==> config.mk <==
export PLATFORM = sky130hd
export DESIGN_NAME = button_debounce_press_hold
export DESIGN_NICKNAME = d
export VERILOG_FILES = /design/src/hdl/bdph_pkg.sv /design/src/hdl/bdph_cfg.sv /design/src/hdl/bdph_core.sv /design/src/hdl/button_debounce_press_hold.sv
export SDC_FILE = /design/constraint.sdc
export NUM_CORES = 1
export LEC_CHECK = 0
export BUFFER_PORTS_ARGS = -buffer_cell sky130_fd_sc_hd__buf_2
export CORE_UTILIZATION = 30
export DETAILED_ROUTE_END_ITERATION = 8
export PLACE_DENSITY_LB_ADDON = 0.05
export RECOVER_POWER = 100
export SETUP_SLACK_MARGIN = 0.05
export SYNTH_ARGS = -nofsm -noshare
export SYNTH_HDL_FRONTEND = slang
export SYNTH_HIERARCHICAL = 1
export SYNTH_SLANG_ARGS = --single-unit
==> constraint.sdc <==
create_clock -name clk -period 4 [get_ports clk]
set_input_delay 1.2 -clock clk [delete_from_list [all_inputs] [get_ports clk]]
set_output_delay 1.2 -clock clk [all_outputs]
set_load 0.02 [all_outputs]
==> src/hdl/bdph_pkg.sv <==
`timescale 1ns / 1ps
// ----------------------------------------------------------------------------
// bdph_pkg
// Shared types and constants for the button debouncer with press/hold events.
// ----------------------------------------------------------------------------
package bdph_pkg;

  localparam int STAMP_W   = 32;
  localparam int CFG_W     = 16;
  localparam int CFG_IDX_W = 8;
  localparam int IN_DATA_W  = 40;
  localparam int OUT_DATA_W = 8;

  localparam logic [CFG_W-1:0] DEBOUNCE_RST = 16'd50;
  localparam logic [CFG_W-1:0] HOLD_RST     = 16'd1000;

  localparam logic [CFG_IDX_W-1:0] REG_DEBOUNCE = 8'd0;
  localparam logic [CFG_IDX_W-1:0] REG_HOLD     = 8'd1;

  typedef enum logic [1:0] {
    EV_NONE     = 2'd0,
    EV_PRESSED  = 2'd1,
    EV_RELEASED = 2'd2,
    EV_HELD     = 2'd3
  } event_t;

  typedef struct packed {
    logic [CFG_W-1:0] debounce_ms;
    logic [CFG_W-1:0] hold_ms;
  } cfg_t;

endpackage

==> src/hdl/bdph_cfg.sv <==
`timescale 1ns / 1ps
// ----------------------------------------------------------------------------
// bdph_cfg
// Configuration register file: debounce and hold times.
// ----------------------------------------------------------------------------
module bdph_cfg (
  input  logic                           clk,
  input  logic                           rst_n,
  input  logic                           wr_en,
  input  logic [bdph_pkg::CFG_IDX_W-1:0] wr_index,
  input  logic [bdph_pkg::CFG_W-1:0]     wr_data,
  output bdph_pkg::cfg_t                 cfg
);
  import bdph_pkg::*;

  cfg_t cfg_r;

  always_ff @(posedge clk) begin
    if (!rst_n) begin
      cfg_r.debounce_ms <= DEBOUNCE_RST;
      cfg_r.hold_ms     <= HOLD_RST;
    end else if (wr_en) begin
      unique case (wr_index)
        REG_DEBOUNCE: cfg_r.debounce_ms <= wr_data;
        REG_HOLD:     cfg_r.hold_ms     <= wr_data;
        default: ;
      endcase
    end
  end

  assign cfg = cfg_r;

endmodule

==> src/hdl/bdph_core.sv <==
`timescale 1ns / 1ps
// ----------------------------------------------------------------------------
// bdph_core
// Debounce and press/hold state; computes one event per item.
// ----------------------------------------------------------------------------
module bdph_core (
  input  logic                         clk,
  input  logic                         rst_n,
  input  logic                         step_en,
  input  logic                         level,
  input  logic [bdph_pkg::STAMP_W-1:0] now_ms,
  input  bdph_pkg::cfg_t               cfg,
  output bdph_pkg::event_t             ev
);
  import bdph_pkg::*;

  typedef enum logic [1:0] {
    PH_IDLE     = 2'd0,
    PH_PRESSED  = 2'd1,
    PH_RELEASED = 2'd2,
    PH_HELD     = 2'd3
  } phase_t;

  phase_t               phase_r, phase_nxt;
  logic                 prev_raw_r;
  logic                 accepted_r, accepted_nxt;
  logic [STAMP_W-1:0]   change_stamp_r, change_stamp_nxt;
  logic [STAMP_W-1:0]   press_stamp_r, press_stamp_nxt;
  logic [STAMP_W-1:0]   since_change, since_press;
  logic                 steady, hold_done;
  event_t               ev_c;

  assign since_change = now_ms - change_stamp_r;
  assign since_press  = now_ms - press_stamp_r;
  assign steady       = since_change >= {{(STAMP_W-CFG_W){1'b0}}, cfg.debounce_ms};
  assign hold_done    = since_press  >= {{(STAMP_W-CFG_W){1'b0}}, cfg.hold_ms};

  always_comb begin
    phase_nxt        = phase_r;
    accepted_nxt     = accepted_r;
    change_stamp_nxt = change_stamp_r;
    press_stamp_nxt  = press_stamp_r;
    ev_c             = EV_NONE;
    if (level != prev_raw_r) begin
      change_stamp_nxt = now_ms;
    end else if (steady) begin
      if (level != accepted_r) begin
        accepted_nxt = level;
        if (level) begin
          phase_nxt = PH_RELEASED;
          ev_c      = EV_RELEASED;
        end else begin
          phase_nxt       = PH_PRESSED;
          ev_c            = EV_PRESSED;
          press_stamp_nxt = now_ms;
        end
      end else begin
        unique case (phase_r)
          PH_PRESSED: begin
            if (hold_done) begin
              phase_nxt = PH_HELD;
              ev_c      = EV_HELD;
            end
          end
          PH_RELEASED: phase_nxt = PH_IDLE;
          default: ;
        endcase
      end
    end
  end

  always_ff @(posedge clk) begin
    if (!rst_n) begin
      phase_r        <= PH_IDLE;
      prev_raw_r     <= 1'b1;
      accepted_r     <= 1'b1;
      change_stamp_r <= '0;
      press_stamp_r  <= '0;
    end else if (step_en) begin
      phase_r        <= phase_nxt;
      prev_raw_r     <= level;
      accepted_r     <= accepted_nxt;
      change_stamp_r <= change_stamp_nxt;
      press_stamp_r  <= press_stamp_nxt;
    end
  end

  assign ev = ev_c;

endmodule

==> src/hdl/button_debounce_press_hold.sv <==
`timescale 1ns / 1ps
// ----------------------------------------------------------------------------
// button_debounce_press_hold
// Debouncer for an active-low push button with pressed/released/held events.
// ----------------------------------------------------------------------------
// Each input item is one pin sample with its millisecond timestamp; each item
// yields exactly one output item carrying the event code (none, pressed,
// released, held). The block takes one item per clock unless backpressure
// stalls it; an accepted item waits in the input register, then the
// debounce/hold compare (two 32-bit subtract-and-compare paths) feeds the
// output register. Backpressure on the output stalls the input only when both
// registers are full. Configuration writes are taken at any time and must
// only be issued while no item is in flight.
module button_debounce_press_hold (
  input  logic                              clk,
  input  logic                              rst_n,
  // tdata: [0] pin_level, [32:1] now_ms, [39:33] zero
  input  logic [bdph_pkg::IN_DATA_W-1:0]    in_tdata,
  input  logic                              in_tvalid,
  output logic                              in_tready,
  // tdata: [1:0] event_res, [7:2] zero
  output logic [bdph_pkg::OUT_DATA_W-1:0]   out_tdata,
  output logic                              out_tvalid,
  input  logic                              out_tready,
  input  logic                              cfg_valid,
  output logic                              cfg_ready,
  input  logic [bdph_pkg::CFG_IDX_W-1:0]    cfg_index,
  input  logic [bdph_pkg::CFG_W-1:0]        cfg_data
);
  import bdph_pkg::*;

  cfg_t               cfg;
  event_t             ev;
  logic               s1_valid_r;
  logic               s1_level_r;
  logic [STAMP_W-1:0] s1_now_r;
  logic               s1_adv;
  logic               out_valid_r;
  event_t             out_ev_r;

  assign cfg_ready = 1'b1;

  bdph_cfg u_cfg (
    .clk      (clk),
    .rst_n    (rst_n),
    .wr_en    (cfg_valid & cfg_ready),
    .wr_index (cfg_index),
    .wr_data  (cfg_data),
    .cfg      (cfg)
  );

  assign s1_adv    = s1_valid_r & (~out_valid_r | out_tready);
  assign in_tready = ~s1_valid_r | s1_adv;

  always_ff @(posedge clk) begin
    if (!rst_n) begin
      s1_valid_r <= 1'b0;
    end else if (in_tready) begin
      s1_valid_r <= in_tvalid;
    end
  end

  always_ff @(posedge clk) begin
    if (in_tvalid && in_tready) begin
      s1_level_r <= in_tdata[0];
      s1_now_r   <= in_tdata[STAMP_W:1];
    end
  end

  bdph_core u_core (
    .clk     (clk),
    .rst_n   (rst_n),
    .step_en (s1_adv),
    .level   (s1_level_r),
    .now_ms  (s1_now_r),
    .cfg     (cfg),
    .ev      (ev)
  );

  always_ff @(posedge clk) begin
    if (!rst_n) begin
      out_valid_r <= 1'b0;
    end else if (s1_adv) begin
      out_valid_r <= 1'b1;
    end else if (out_tready) begin
      out_valid_r <= 1'b0;
    end
  end

  always_ff @(posedge clk) begin
    if (s1_adv) begin
      out_ev_r <= ev;
    end
  end

  assign out_tvalid = out_valid_r;
  assign out_tdata  = {{(OUT_DATA_W-2){1'b0}}, out_ev_r};

`ifndef SYNTH
  a_press_low: assert property (@(posedge clk) disable iff (!rst_n)
    (s1_adv && ev == EV_PRESSED) |-> !s1_level_r)
    else $error("pressed event on high pin level");

  a_release_high: assert property (@(posedge clk) disable iff (!rst_n)
    (s1_adv && ev == EV_RELEASED) |-> s1_level_r)
    else $error("released event on low pin level");

  a_no_bubble: assert property (@(posedge clk) disable iff (!rst_n)
    !out_valid_r |-> in_tready)
    else $error("input stalled with empty output register");

  a_out_load: assert property (@(posedge clk) disable iff (!rst_n)
    s1_adv |=> out_tvalid && out_ev_r == $past(ev))
    else $error("output register did not capture event");
`endif

endmodule

Word level (Yosys, flattened, before mapping)
Cells that the tools add are included.

Register bits: 137. Bits of input ports: 69. Output and inout bits: 11.

$add $sub $neg: 2. Magnitude comparators: 2. Equal/unequal tests: 6. Muxes and demuxes: 9. Bitwise operators: 8. Reductions and logical operators: 11.

Operators with widths (count): 32-bit by 16-bit >= comparator with 1-bit output (2); 32-bit subtractor (2); 2-bit 2-to-1 mux (6); 5-bit AND reduction (2); 8-bit by 1-bit equality test with 1-bit output (second input constant) (1); 8-bit logical NOT (1); 2-bit AND reduction (3); 1-bit inverter (5); 2-bit case mux with 2 select lines (1); 4-bit AND reduction (1); 3-bit by 1-bit inequality test with 1-bit output (second input constant) (1); 3-bit nonzero test (1); 2-bit by 1-bit equality test with 1-bit output (second input constant) (1); 2-bit equality test (second input constant) (1); 1-bit 2-to-1 mux (2); 1-bit inequality test (2); 1-bit bitwise OR (2); 2-bit nonzero test (1); 2-bit OR reduction (1); 1-bit bitwise AND (1); 1-bit logical AND (1).

Longest topological paths before layout
Gate-level depths: netlist (run 1).

Depth after elaboration: 5. Depth in mapped cells: 23.

Hierarchy
The synthesis (run 1) kept the hierarchy.

By module, submodules not included: bdph_core (instances 1, cells an instance 981, area an instance 7392.1 um^2); bdph_cfg (instances 1, cells an instance 136, area an instance 1320.0 um^2); button_debounce_press_hold (instances 1, cells an instance 53, area an instance 1214.9 um^2).

Worst setup path before layout (run 1)
OpenSTA, ideal clock, no wires.

Path kind: reg2reg. Start: register s1_now_r[4]. End: register out_ev_r[0], data pin. Library setup time: 0.252 ns. Arrival time: 4.134 ns. Setup slack: -0.386 ns. Cell stages (with the launch flop): 20. Buffers on the path: 0. Clock period less this slack: 4.386 ns. Cell sequence: edfxtp_1 > ha_1 > a21o_1 > a31o_2 > nor2_1 > o21ai_0 > a21o_1 > a21oi_1 > xnor2_1 > ha_1 > and4_1 > a2111oi_0 > a21oi_1 > nor4_1 > nand3_1 > nor4_1 > nand4_1 > o311ai_1 > maj3_1 > nor2_1.

Longest elaborated chain between the ends: 5.

Ends and longest elaborated chain: start: declaration (RTL line button_debounce_press_hold.sv:36) `logic [STAMP_W-1:0] s1_now_r;`; start signal: assignment (RTL line button_debounce_press_hold.sv:66) `s1_now_r <= in_tdata[STAMP_W:1];`; 32-bit subtractor (RTL line bdph_core.sv:34) `assign since_press = now_ms - press_stamp_r;`; 32-bit by 16-bit >= comparator with 1-bit output (RTL line bdph_core.sv:36) `assign hold_done = since_press >= {{(STAMP_W-CFG_W){1'b0}}, cfg.hold_ms};`; 2-bit 2-to-1 mux (RTL line bdph_core.sv:60) `if (hold_done) begin`; 2-bit 2-to-1 mux (RTL line bdph_core.sv:58) `unique case (phase_r)`; 2-bit 2-to-1 mux (RTL line bdph_core.sv:47) `if (level != accepted_r) begin`; end signal: assignment (RTL line button_debounce_press_hold.sv:92) `out_ev_r <= ev;`; end: declaration (RTL line button_debounce_press_hold.sv:39) `event_t out_ev_r;`.

Several ways; a longest one is shown, not always the timed one. A chain may end at the register's enable or synchronous reset.

Worst setup path after layout (run 1)
Start: register s1_now_r[0]. End: register u_core.press_stamp_r[12].

Longest elaborated chain between the ends: 3.

Ends and longest elaborated chain: 32-bit subtractor (RTL line bdph_core.sv:33) `assign since_change = now_ms - change_stamp_r;`; 32-bit by 16-bit >= comparator with 1-bit output (RTL line bdph_core.sv:35) `assign steady = since_change >= {{(STAMP_W-CFG_W){1'b0}}, cfg.debounce_ms};`; 5-bit AND reduction (no line); end signal: assignment (RTL line bdph_core.sv:84) `press_stamp_r <= press_stamp_nxt;`; end: declaration (RTL line bdph_core.sv:28) `logic [STAMP_W-1:0] press_stamp_r, press_stamp_nxt;`.

Every way passes these cells.

==> results of run 1 <==
==> layout make-up <==
class	count	area, um2
repair buffers	220	1500
flip-flops and latches	137	3090
fillers	3418	20000
clock buffers	23	499
multi-input cells	880	6420
clock inverters	9	110
inverters	108	405
well taps	442	553
==> worst paths after layout <==
check | endpoint | slack (ns)
worst max-delay path | u_core/press_stamp_r[12] | -0.59
worst min-delay path | u_cfg/cfg[25] | 0.45
worst max register to register | u_core/press_stamp_r[12] | -0.59
worst min register to register | u_cfg/cfg[25] | 0.45
==> report_power, final <==
part           total, mW  internal, mW  switching [mW]
clock network       1.68          1.01           0.670
logic               1.01         0.466           0.548
registers           1.51          1.47          0.0455
total               4.21          2.94            1.26
==> layer usage <==
metal / up-vias / GRT usage (%) / part of all wire [%]
met4: 0 / 4.03 / 1.1
met1: 4159 / 26.3 / 53
met2: 104 / 29.1 / 44
met5: - / 0 / 0
met3: 26 / 3.11 / 2.2
li1: 4523 / - / -
==> metrics by stage <==
stage                     hold slack, ns  util, %  total power [mW]  setup TNS [ns]
final                              0.453     38.7              4.21          -20.71
after global routing               0.482     38.7              4.45          -30.73
after CTS                          0.459     38.7              4.28          -23.22
after detailed placement           0.447     36.4              2.52          -30.88
after global placement             0.445     36.4              2.52          -28.65
after floorplan                    0.435        -              2.14           -3.86
==> cells by family (layout without fill, tap and decap cells) <==
family                     count (synthesis)  count (layout)  synth area share [%]
DFF                                      137             137                  31.2
muxes                                     67              67                  6.79
xor gates and xnor gates                  43              43                  3.79
buffers and inverters                    158             360                  6.82
and+or+nand+nor                          370             370                  18.4
adders and majority gates                100             100                  12.7
other                                      2               7                0.0757
AOI/OAI and AO/OA                        293             293                  20.2
==> tightest hold or removal path, stage by stage (launching register included) <==
cell and delay, ns:
sky130_fd_sc_hd__dfxtp_1 0.30, sky130_fd_sc_hd__nand2_1 0.05, sky130_fd_sc_hd__mux2i_1 0.05
==> registers in the layout, indices dropped and copies added (netlist names) <==
signal and count:
out_ev_r 2, out_tvalid 1, s1_level_r 1, s1_now_r 32, s1_valid_r 1, u_cfg/cfg 32, u_core/accepted_r 1, u_core/change_stamp_r 32
u_core/phase_r 2, u_core/press_stamp_r 32, u_core/prev_raw_r 1
==> synthesized netlist by cell type, types with 4 or more instances <==
cell                        count  area, um2
sky130_fd_sc_hd__nand2b_1       9       56.3
sky130_fd_sc_hd__nand3_1       12       60.1
sky130_fd_sc_hd__o2111ai_1      5       43.8
sky130_fd_sc_hd__inv_1        107        402
sky130_fd_sc_hd__mux2i_1       64        641
sky130_fd_sc_hd__o21a_1        10       75.1
sky130_fd_sc_hd__ha_1          95       1190
sky130_fd_sc_hd__xnor2_1       26        228
sky130_fd_sc_hd__a211oi_1       7       52.6
sky130_fd_sc_hd__buf_4          7       52.6
sky130_fd_sc_hd__a2111oi_0      4       35.0
sky130_fd_sc_hd__nor2b_1       43        269
sky130_fd_sc_hd__nor3_1         9       45.0
sky130_fd_sc_hd__a21o_1        30        225
sky130_fd_sc_hd__a21boi_0      34        255
sky130_fd_sc_hd__o211ai_1       8       60.1
sky130_fd_sc_hd__o21bai_1       4       30.0
sky130_fd_sc_hd__nand4_1       23        144
sky130_fd_sc_hd__and3_1         4       25.0
sky130_fd_sc_hd__and2_1         9       56.3
sky130_fd_sc_hd__a31oi_1       17        106
sky130_fd_sc_hd__nor2_1        53        199
sky130_fd_sc_hd__nand2_1      171        642
sky130_fd_sc_hd__edfxtp_1      35       1050
sky130_fd_sc_hd__xor2_1        17        149
sky130_fd_sc_hd__nor4_1        11       68.8
sky130_fd_sc_hd__o21ai_0       49        245
sky130_fd_sc_hd__clkbuf_1      33        124
sky130_fd_sc_hd__buf_6          5       56.3
sky130_fd_sc_hd__dfxtp_1      102       2040
sky130_fd_sc_hd__or3_1          5       31.3
sky130_fd_sc_hd__a21oi_1       72        360
sky130_fd_sc_hd__o31ai_1        6       45.0
==> what timing repair did <==
action	in CTS	in global routing
endpoints found under the setup margin	37	37
pin swaps	13	21
hold buffers	0	0
setup buffers	5	2
endpoints found under the hold margin	0	0
resized for setup	20	17
==> flow_results.org, run 1 <==
** Die
- For this configuration, the core starts out at a cell density of between 30% and 40%.
- DIE HEIGHT :: around 180 um
- Die outline area :: about 34000 um2
- Core footprint :: 32500 um2
- Site row count :: between 60 and 70
- During I/O placement, the number of pins put on the boundary was 80.
- The floorplan step set the die width to ~180 um.

** Layout
- Fin cells :: 1819
- Share of cells above drive strength 1 :: 21.9%
- Post-route cell area :: about 13000 um2
- Compared with the post-synthesis result, the final layout area differs by 26.7%.
- Leaving out fill and tap cells, the most frequent cell in the layout is sky130_fd_sc_hd__nand2_1.
- The final layout contains roughly 1500 nets.
- Commonest cells after routing, fill and taps aside :: sky130_fd_sc_hd__nand2_1, sky130_fd_sc_hd__buf_4, sky130_fd_sc_hd__inv_1
- The repair_antennas step left the layout with diodes totalling 0.

** STA
- Number of hold-slack violations in the final timing report :: 0
- Final min period :: roughly 4.6 ns
- Setup repair after global routing could not meet its margin everywhere.
- The count of pins over their slew limit came to 45.
- Headroom to the max-slew limit :: -63.1%
- Setup violations remaining at the end of the flow were counted as 37.
- Final setup skew :: around 0.0094 ns
- Once routing completed, OpenROAD measured the worst setup slack at -0.588 ns.
- Static timing analysis puts the maximum clock frequency at around 220 MHz.
- Ratio of final minimum period to clock period :: 115%
- For the pin with the worst max-slew slack, the measured transition is 2.45 ns.

** Logic synthesis
- Portion of the post-synthesis area used by sequential elements :: between 30% and 40%
- Yosys mapped a number of flops with a built-in enable equal to 35.
- After synthesis, the share of flip-flops with an asynchronous set or reset is 0%.
- Yosys printed 6 warnings.
- Most frequently used flop master after synthesis :: sky130_fd_sc_hd__dfxtp_1
- Flops & latches, synth :: roughly 140
- Number of standard cells after synthesis :: around 1200
- Post-synthesis instance area :: 9930 um2
- Synthesis instantiated 90 different standard cells from the library.
- Avg Synthesized Cell Area :: roughly 8.5 um2

** Hold path
- Worst Hold Depth :: 2
- Worst hold start :: u_cfg/cfg[25]
- Path type of the worst min-delay path :: reg2reg

** Setup path
- Total buffers and inverters traversed by the critical path :: 4
- Family with the most delay on the worst path :: compound AO/OA/AOI/OAI gates
- Along the worst path, the maximum fanout reaches 19.
- Walking the worst path, the cells encountered are inv_2 -> ha_1 -> inv_1 -> fa_2 -> a21o_4 -> a221oi_4 -> o21bai_4 -> xor2_1 -> ha_1 -> a21o_1 -> a21oi_2 -> a21oi_2 -> nor4_1 -> o2111ai_1 -> a311oi_2 -> nand3_1 -> nor4b_4 -> buf_6 -> a21oi_4 -> buf_12 -> mux2i_1 -> nor2b_1.
- CP endpoint kind :: flip-flop
- Library cell contributing the largest single delay on the critical path :: sky130_fd_sc_hd__edfxtp_1
- CP Data Required Time :: 4.33 ns
- Arrival time at the worst endpoint :: roughly 5 ns
- Launch instance of the worst register-to-register path :: s1_now_r[0]
- Launching instance or port of the critical path :: s1_now_r[0]
- Path type of the worst setup path :: reg2reg
- In this run the number of cells on the critical path is 22.
- The worst setup path is launched from a flip-flop.
- In this design, the stage delay of the slowest critical-path cell is 0.43 ns.
- Worst r2r path cells :: 22

** Global routing
- Global routing used between 10% and 20% of the available tracks across all layers.
- The initial antenna violation count came to 0.
- Entering global routing, the biggest net connects just under 80 pins.
- The number of global-route vias before repair came to roughly 8700.
- Overflow left after global routing :: 0
- First-pass GRT wire length :: between 40 and 50 mm

** Pwr
- Power density cells :: approximately 330 nW/um2
- IR analysis of the VDD net gives a maximum drop of 0.292 mV.
- Leakage power of the design :: 4.89 nW

** CTS
- Worst-path clk slew :: 0.06 ns
- In this run the clock root is driven by a sky130_fd_sc_hd__clkbuf_16.
- In this run the deepest clock path goes through 2 buffers.
- The later pin in the worst-skew pair is clocked with a latency of approximately 0.44 ns.
- The number of clock buffers added by TritonCTS is 17.
- The H-tree generated during clock tree synthesis spans 4 levels.
- Counting every sink on the clock net gives 137.
- TritonCTS built the clock tree.

** Route
- Wires add up to roughly 30 mm.
- Number of remaining DRC errors :: 0
- DRC marker count from the first detailed-route iteration :: between 300 and 400
- Post-detailed-route wirelength per cell :: 16.6 um
- Number of nets with antenna violations after routing :: 0
- The first detailed-routing pass took 5 iterations.
- Routed vias/inst :: approximately 4.8
- The detailed router placed about 8800 vias in this run.

** Place
- Number of buffer cells added on primary ports :: 65
- OpenSTA, run right after detailed placement, puts the worst setup slack at -0.875 ns.
- Post-placement cell count :: 1780
- Post-DP Area :: 11800 um2
- The HPWL after detailed placement is ~24 mm.
- RePlAce Congestion :: about 0.81

** Outcome
- The checks that failed: capacitance limit, slew limit, setup timing.
- Run status :: finished, violations left

** Job
- Max-cap violations in this run came to 2.
(Power assumes the default switching activity.)
==> run 2, diff against run 1 <==
--- a/config.mk
+++ b/config.mk
@@ -5,12 +5,13 @@
 export SDC_FILE = /design/constraint.sdc
 export NUM_CORES = 1
 export LEC_CHECK = 0
-export BUFFER_PORTS_ARGS = -buffer_cell sky130_fd_sc_hd__buf_2
 export CORE_UTILIZATION = 30
 export DETAILED_ROUTE_END_ITERATION = 8
+export DONT_BUFFER_PORTS = 1
 export PLACE_DENSITY_LB_ADDON = 0.05
 export RECOVER_POWER = 100
 export SETUP_SLACK_MARGIN = 0.05
+export SLEW_MARGIN = 20
 export SYNTH_ARGS = -nofsm -noshare
 export SYNTH_HDL_FRONTEND = slang
 export SYNTH_HIERARCHICAL = 1
==> flow_results.org, run 2 (synthesis gave the netlist of run 1 again) <==
** Setup path
- Tracing the worst setup path back leads to its startpoint at s1_now_r[0].
- STA classifies the critical path startpoint as a flip-flop.
- CP endpoint kind :: flip-flop
- Counting buffers and inverters, the worst setup path is 22 cells deep.
- Path type of the worst setup path :: reg2reg
- Arrival time at the worst endpoint :: 4.90 ns
- Critical R2R Capture :: u_core/press_stamp_r[23]
- The worst register-to-register path begins at s1_now_r[0].
- Together, buffers and inverters on the worst path number 4.
- Family with the most delay on the worst path :: compound AO/OA/AOI/OAI gates
- CP Data Required Time :: about 4.3 ns
- Along the worst path, the maximum fanout reaches 16.
- In this run the register-to-register setup slack is -0.57 ns.
- The slowest stage of the critical path belongs to the cell sky130_fd_sc_hd__edfxtp_1.
- Walking the worst path, the cells encountered are inv_2 -> ha_4 -> inv_2 -> fa_2 -> a21o_4 -> a221oi_4 -> o21bai_4 -> xor2_1 -> ha_1 -> a21o_1 -> a21oi_2 -> a21oi_2 -> nor4_2 -> o2111ai_2 -> a311oi_2 -> nand3_1 -> nor4b_4 -> buf_6 -> a21oi_4 -> buf_12 -> mux2i_2 -> nor2b_1.
- On the worst path, the slowest cell contributes a delay of approximately 0.4 ns.
- Worst r2r path cells :: 22

** CTS
- Clock latency on the worst-skew pair :: roughly 0.44 ns
- CTS tree :: done
- The cell sitting at the root of the clock tree is a sky130_fd_sc_hd__clkbuf_16.
- Clock-pin slew was measured on the worst setup and hold paths at around 0.060 ns.
- For this design, the sink count on the clock tree is approximately 140.
- Maximum count of clock buffers along a single path :: 2
- Hold repair after CTS inserted 0 buffers.
- Number of H-tree levels :: 4
- Total clock buffers created by CTS :: 17

** Global routing
- Entering global routing, the biggest net connects between 100 and 150 pins.
- Initial antenna violation count :: 1
- The number of global-route vias before repair came to approximately 8700.
- First-pass GRT wire length :: ~48 mm
- Global Route Usage Sum :: approximately a fifth
- Overflow left after global routing :: 0

** Route
- After detailed routing, the average wire length per cell comes to between 15 and 20 um.
- After detailed routing, the total wire length is ~30 mm.
- The first detailed-routing pass took 5 iterations.
- After detailed routing, the number of remaining DRC violations is 0.
- The routed layout has 8615 vias.
- DRC marker count from the first detailed-route iteration :: between 400 and 500
- Number of nets with antenna violations after routing :: 0
- Routed vias/inst :: between 4 and 5

** STA
- In the final timing run, aggregate negative setup slack is -19.53 ns.
- Final min period :: roughly 4.6 ns
- Ratio of final minimum period to clock period :: 114%
- Fmax :: 219 MHz
- Unrepaired setup endpoints after global routing :: yes
- Actual transition at the worst max-transition pin :: 2.50 ns
- In this run the tightest slew margin relative to its limit is -66.4%.
- Clock skew on the completed layout was measured at between 0.01 and 0.015 ns.
- In the post-route analysis, the smallest setup slack over all paths is -0.568 ns.
- The count of pins over their slew limit was 50.
- Setup violation total in the final timing report :: 37
- The count of endpoints failing hold in the final timing report came to 0.

** Layout
- Relative to the synthesized area, the layout overhead comes to 24.8%.
- In the layout the commonest cells are sky130_fd_sc_hd__nand2_1, sky130_fd_sc_hd__buf_4, sky130_fd_sc_hd__inv_1.
- FILL cells :: 3425
- Leaving out fill and tap cells, the most frequent cell in the layout is sky130_fd_sc_hd__nand2_1.
- Number of nets in the finished design :: roughly 1500
- Share of cells above drive strength 1 :: 20.0%

** Hold path
- Path type of the worst min-delay path :: reg2reg
- The worst hold path begins at u_cfg/cfg[29].
- The path with the worst hold slack has its endpoint at u_cfg/cfg[29].
- Worst Hold Depth :: 2

** Place
- Number of buffer cells added on primary ports :: 0
- Routability-driven placement finished with a final weighted congestion of approximately 0.80.
- DPL Wire Length :: between 20 and 25 mm

** Pwr
- Leakage power of the design :: 4.68 nW
- Post-layout total power :: roughly 4.2 mW
- Power density cells :: 341 nW/um2
- Across the VDD grid, the largest voltage drop is roughly 0.32 mV.

** Die
- DIE HEIGHT :: 184 um
- The floorplan step defined a die boundary enclosing between 30000 and 40000 um2.
- Initial cell density of the core :: between 30% and 40%
- Site row count :: 66
- Core footprint :: 32500 um2
- Number of top-level pins :: 80
- The die is roughly 180 um wide.

** Job
- Max-cap violations in this run came to 2.

** Outcome
- Run status :: finished, violations left
- The checks that failed: capacitance limit, slew limit, setup timing.
run 2: area by class of cell:
cell class / count / area [um2] / area share (%)
clock buffers: 17 / 425 / 3.43
repair buffers: 164 / 1250 / 10.1
well taps: 442 / 553 / 4.46
multi-input cells: 880 / 6460 / 52.1
inverters: 108 / 405 / 3.27
clock inverters: 15 / 200 / 1.62
diodes: 1 / 2.50 / 0.0202
flip-flops and latches: 137 / 3090 / 25.0
run 2: per-layer routing:
metal / vias up / track usage (%) / wire (um)
li1: 4417 / - / -
met1: 4062 / 25.8 / 15400
met2: 114 / 29.2 / 13500
met3: 22 / 3.74 / 981
met4: 0 / 5.03 / 376
met5: - / 0 / 0
run 2: per-stage QoR:
step	util (%)	cells	instance area, um2	setup WS [ns]	hold WS, ns
floorplan	-	1175	10100	-0.129	0.435
global placement	35.4	1718	11500	-0.917	0.444
detailed placement	35.4	1718	11500	-0.893	0.450
CTS	37.9	1758	12300	-0.638	0.462
global route	38.1	1764	12400	-0.824	0.482
finish	38.1	1764	12400	-0.568	0.460
run 2: where the power goes:
group          internal, mW  switching [mW]  total [mW]
Combinational         0.459           0.530       0.990
Sequential             1.47          0.0441        1.51
Clock                  1.04           0.676        1.72
run 2: how the worst max path moves through the flow:
stage	end	slack [ns]
after floorplan	u_core/phase_r[1]	-0.13
after global placement	u_core/phase_r[1]	-0.92
after detailed placement	u_core/press_stamp_r[6]	-0.89
after CTS	u_core/press_stamp_r[6]	-0.64
after global routing	u_core/press_stamp_r[6]	-0.82
final	u_core/press_stamp_r[23]	-0.57
run 2: repair_timing:
action,4_1_cts,5_1_grt
resized for setup,26,19
cloned,0,0
pin swaps,20,15
setup buffers,8,6
endpoints found under the setup margin,37,37
run 2: worst reg2reg max path, stage by stage (launching register included):
cell and delay [ns]:
sky130_fd_sc_hd__edfxtp_1 0.41, sky130_fd_sc_hd__inv_2 0.10, sky130_fd_sc_hd__ha_4 0.14, sky130_fd_sc_hd__inv_2 0.03, sky130_fd_sc_hd__fa_2 0.36, sky130_fd_sc_hd__a21o_4 0.24, sky130_fd_sc_hd__a221oi_4 0.34, sky130_fd_sc_hd__o21bai_4 0.13
sky130_fd_sc_hd__xor2_1 0.16, sky130_fd_sc_hd__ha_1 0.30, sky130_fd_sc_hd__a21o_1 0.19, sky130_fd_sc_hd__a21oi_2 0.16, sky130_fd_sc_hd__a21oi_2 0.10, sky130_fd_sc_hd__nor4_2 0.27, sky130_fd_sc_hd__o2111ai_2 0.17, sky130_fd_sc_hd__a311oi_2 0.27
sky130_fd_sc_hd__nand3_1 0.16, sky130_fd_sc_hd__nor4b_4 0.25, sky130_fd_sc_hd__buf_6 0.17, sky130_fd_sc_hd__a21oi_4 0.08, sky130_fd_sc_hd__buf_12 0.17, sky130_fd_sc_hd__mux2i_2 0.19, sky130_fd_sc_hd__nor2b_1 0.07
==> run 3, diff against run 2 <==
--- a/config.mk
+++ b/config.mk
@@ -5,6 +5,7 @@
 export SDC_FILE = /design/constraint.sdc
 export NUM_CORES = 1
 export LEC_CHECK = 0
+export CORE_MARGIN = 2
 export CORE_UTILIZATION = 30
 export DETAILED_ROUTE_END_ITERATION = 8
 export DONT_BUFFER_PORTS = 1
==> flow_results.org, run 3 (synthesis gave the netlist of run 1 again) <==
** Outcome
- Run status :: finished, violations left
- The checks that failed: capacitance limit, slew limit, setup timing.

** CTS
- The root buffer cell chosen for the clock tree is sky130_fd_sc_hd__clkbuf_16.
- The clock passes through at most 2 buffers.
- For the worst-skew pair, the clock arrives at the later sink with an insertion delay of approximately 0.45 ns.
- CTS saw 137 sinks.
- The H-tree generated during clock tree synthesis spans 4 levels.
- The number of clock buffers added by TritonCTS is 17.
- Buffers inserted to repair hold after CTS numbered 0.
- Clock-pin slew was measured on the worst setup and hold paths at around 0.070 ns.
- TritonCTS built the clock tree.

** Place
- The placed instances occupy a cell area of 11600 um2.
- The congestion estimate from routability-driven global placement came to between 0.8 and 0.9.
- DPL Wire Length :: between 20 and 25 mm
- The count of buffers added on input and output ports is 0.

** Global routing
- Global routing consumed, over all layers together, 18.3% of the routing resources.
- Largest net degree at the start of global routing :: 119
- The number of global-route vias before repair was around 8500.
- Summed over all layers, the global routing overflow is 0.
- The initial antenna violation count came to 0.
- The first global-routing pass estimated between 40 and 50 mm of wire.

** Die
- From left edge to right edge, the die measures between 150 and 200 um.
- Initial cell density of the core :: 30.5%
- The floorplan step set the die height to between 150 and 200 um.
- Core footprint :: 32500 um2
- 80 I/O pins were placed.
- The floorplan has 66 rows.
- The floorplan step defined a die boundary enclosing approximately 35000 um2.

** Pwr
- IR analysis of the VDD net gives a maximum drop of 0.317 mV.
- Leakage power of the design :: roughly 4.7 nW
- In this run the power density over the cells is between 300 and 400 nW/um2.

** STA
- Setup ws final :: -0.516 ns
- Final min period :: roughly 4.5 ns
- Headroom to the max-slew limit :: -50.8%
- Ratio of final minimum period to clock period :: 113%
- Actual transition at the worst max-transition pin :: approximately 2.3 ns
- Number of max-slew violations in the final report :: 50
- Timing would allow up to about 220 MHz.
- Unrepaired setup endpoints after global routing :: yes
- The count of endpoints failing hold in the final timing report was 0.
- For the final database, setup skew stands at ~0.014 ns.
- Setup violation total in the final timing report :: 37

** Route
- In the final routed layout, each cell accounts on average for around 17 um.
- Summed over all layers, the routed wires come to ~30 mm.
- In this run the remaining antenna-violating nets after routing total 0.
- After detailed routing, the number of remaining DRC violations is 0.
- TritonRoute pass-1 iters :: 4
- In the routed layout, each cell is associated on average with a via count of around 4.8.
- DRC marker count from the first detailed-route iteration :: just over 400
- Vias :: 8569

** Layout
- FILL cells :: around 3400
- In the layout the commonest cells are sky130_fd_sc_hd__nand2_1, sky130_fd_sc_hd__buf_4, sky130_fd_sc_hd__inv_1.
- Layout Area Growth over Synthesis :: 24.6%
- Most common library cell in the layout ignoring fill and taps :: sky130_fd_sc_hd__nand2_1
- Share of cells above drive strength 1 :: about 20%
- Fin util :: about two fifths
- Flip-flop and latch area :: slightly above 3000 um2
- The multi-input combinational cells in the finished layout cover a total of roughly 6400 um2.
- The repair_antennas step left the layout with diodes totalling 0.
- Once layout is done, the placed cells without fillers occupy around 12000 um2.
- At the end of the flow, the number of nets in the layout was about 1500.

** Job
- Max Cap Violations :: 2

** Setup path
- STA puts the critical path data required time at 4.33 ns.
- Startpoint type of the worst setup path :: flip-flop
- CP max FO :: 4
- CP endpoint kind :: flip-flop
- Launch instance of the worst register-to-register path :: s1_now_r[1]
- Arrival time at the worst endpoint :: approximately 4.8 ns
- Launching instance or port of the critical path :: s1_now_r[1]
- Path type of the worst setup path :: reg2reg

** Hold path
- Worst hold start :: u_cfg/cfg[25]
- The min-delay analysis places its worst path in the category reg2reg.
[run 3: metrics by stage]
step	hold slack, ns	setup TNS [ns]	instances	worst slack [ns]	total power, mW
final	0.461	-17.73	1770	-0.516	4.06
after floorplan	0.435	-3.86	1175	-0.129	2.14
after CTS	0.463	-18.77	1761	-0.537	4.11
after global placement	0.444	-29.59	1721	-0.822	2.48
after global routing	0.478	-29.82	1770	-0.850	4.29
after detailed placement	0.450	-26.90	1721	-0.747	2.47
[run 3: final timing paths]
kind	to	slack, ns	cells past startpoint
min	u_cfg/cfg[25]	0.46	2
min reg2reg	u_cfg/cfg[25]	0.46	2
max	u_core/phase_r[1]	-0.52	20
max reg2reg	u_core/phase_r[1]	-0.52	20
[run 3: cell type report]
type / instances / share of cell area, %
Clock buffer: 18 / 3.47
Clock inverter: 14 / 1.07
Inverter: 108 / 3.28
Multi-Input combinational cell: 880 / 51.9
Sequential cell: 137 / 25.0
Tap cell: 442 / 4.47
Timing Repair Buffer: 171 / 10.8
[run 3: worst max-delay path, stage by stage, from the launching register on]
cell and delay (ns):
sky130_fd_sc_hd__edfxtp_1 0.46, sky130_fd_sc_hd__buf_6 0.17, sky130_fd_sc_hd__ha_4 0.22, sky130_fd_sc_hd__nor2b_4 0.12, sky130_fd_sc_hd__o2111a_2 0.27, sky130_fd_sc_hd__nor2_4 0.14, sky130_fd_sc_hd__o21ai_2 0.09, sky130_fd_sc_hd__a21o_1 0.17
sky130_fd_sc_hd__a21oi_2 0.13, sky130_fd_sc_hd__xnor2_1 0.13, sky130_fd_sc_hd__ha_1 0.26, sky130_fd_sc_hd__and4_4 0.17, sky130_fd_sc_hd__a2111oi_4 0.36, sky130_fd_sc_hd__a21oi_2 0.13, sky130_fd_sc_hd__nor4_2 0.25, sky130_fd_sc_hd__nand3_1 0.12
sky130_fd_sc_hd__nor4_2 0.16, sky130_fd_sc_hd__nand4_1 0.26, sky130_fd_sc_hd__buf_4 0.21, sky130_fd_sc_hd__o31a_1 0.26, sky130_fd_sc_hd__o311a_1 0.32
[run 3: power by group]
| part | internal (mW) | switching (mW) | total, mW | leakage, nW |
|---|---|---|---|---|
| Sequential | 1.47 | 0.0451 | 1.51 | 1.17 |
| Clock | 0.907 | 0.662 | 1.57 | 0.270 |
| Combinational | 0.460 | 0.521 | 0.982 | 3.24 |
| Total | 2.83 | 1.23 | 4.06 | 4.68 |
[run 3: what timing repair did]
item	4_1_cts	5_1_grt
pin swaps	28	20
gates cloned	0	1
endpoints found under the setup margin	37	37
resized for setup	30	16
buffers inserted	8	10
[run 3: layer usage]
metal	global-route usage (%)	vias to the layer above	part of all wire, %
li1	-	4418	-
met1	26.0	4010	52
met2	28.8	123	44
met3	3.05	18	2.6
met4	4.25	0	1.1
met5	0	-	0
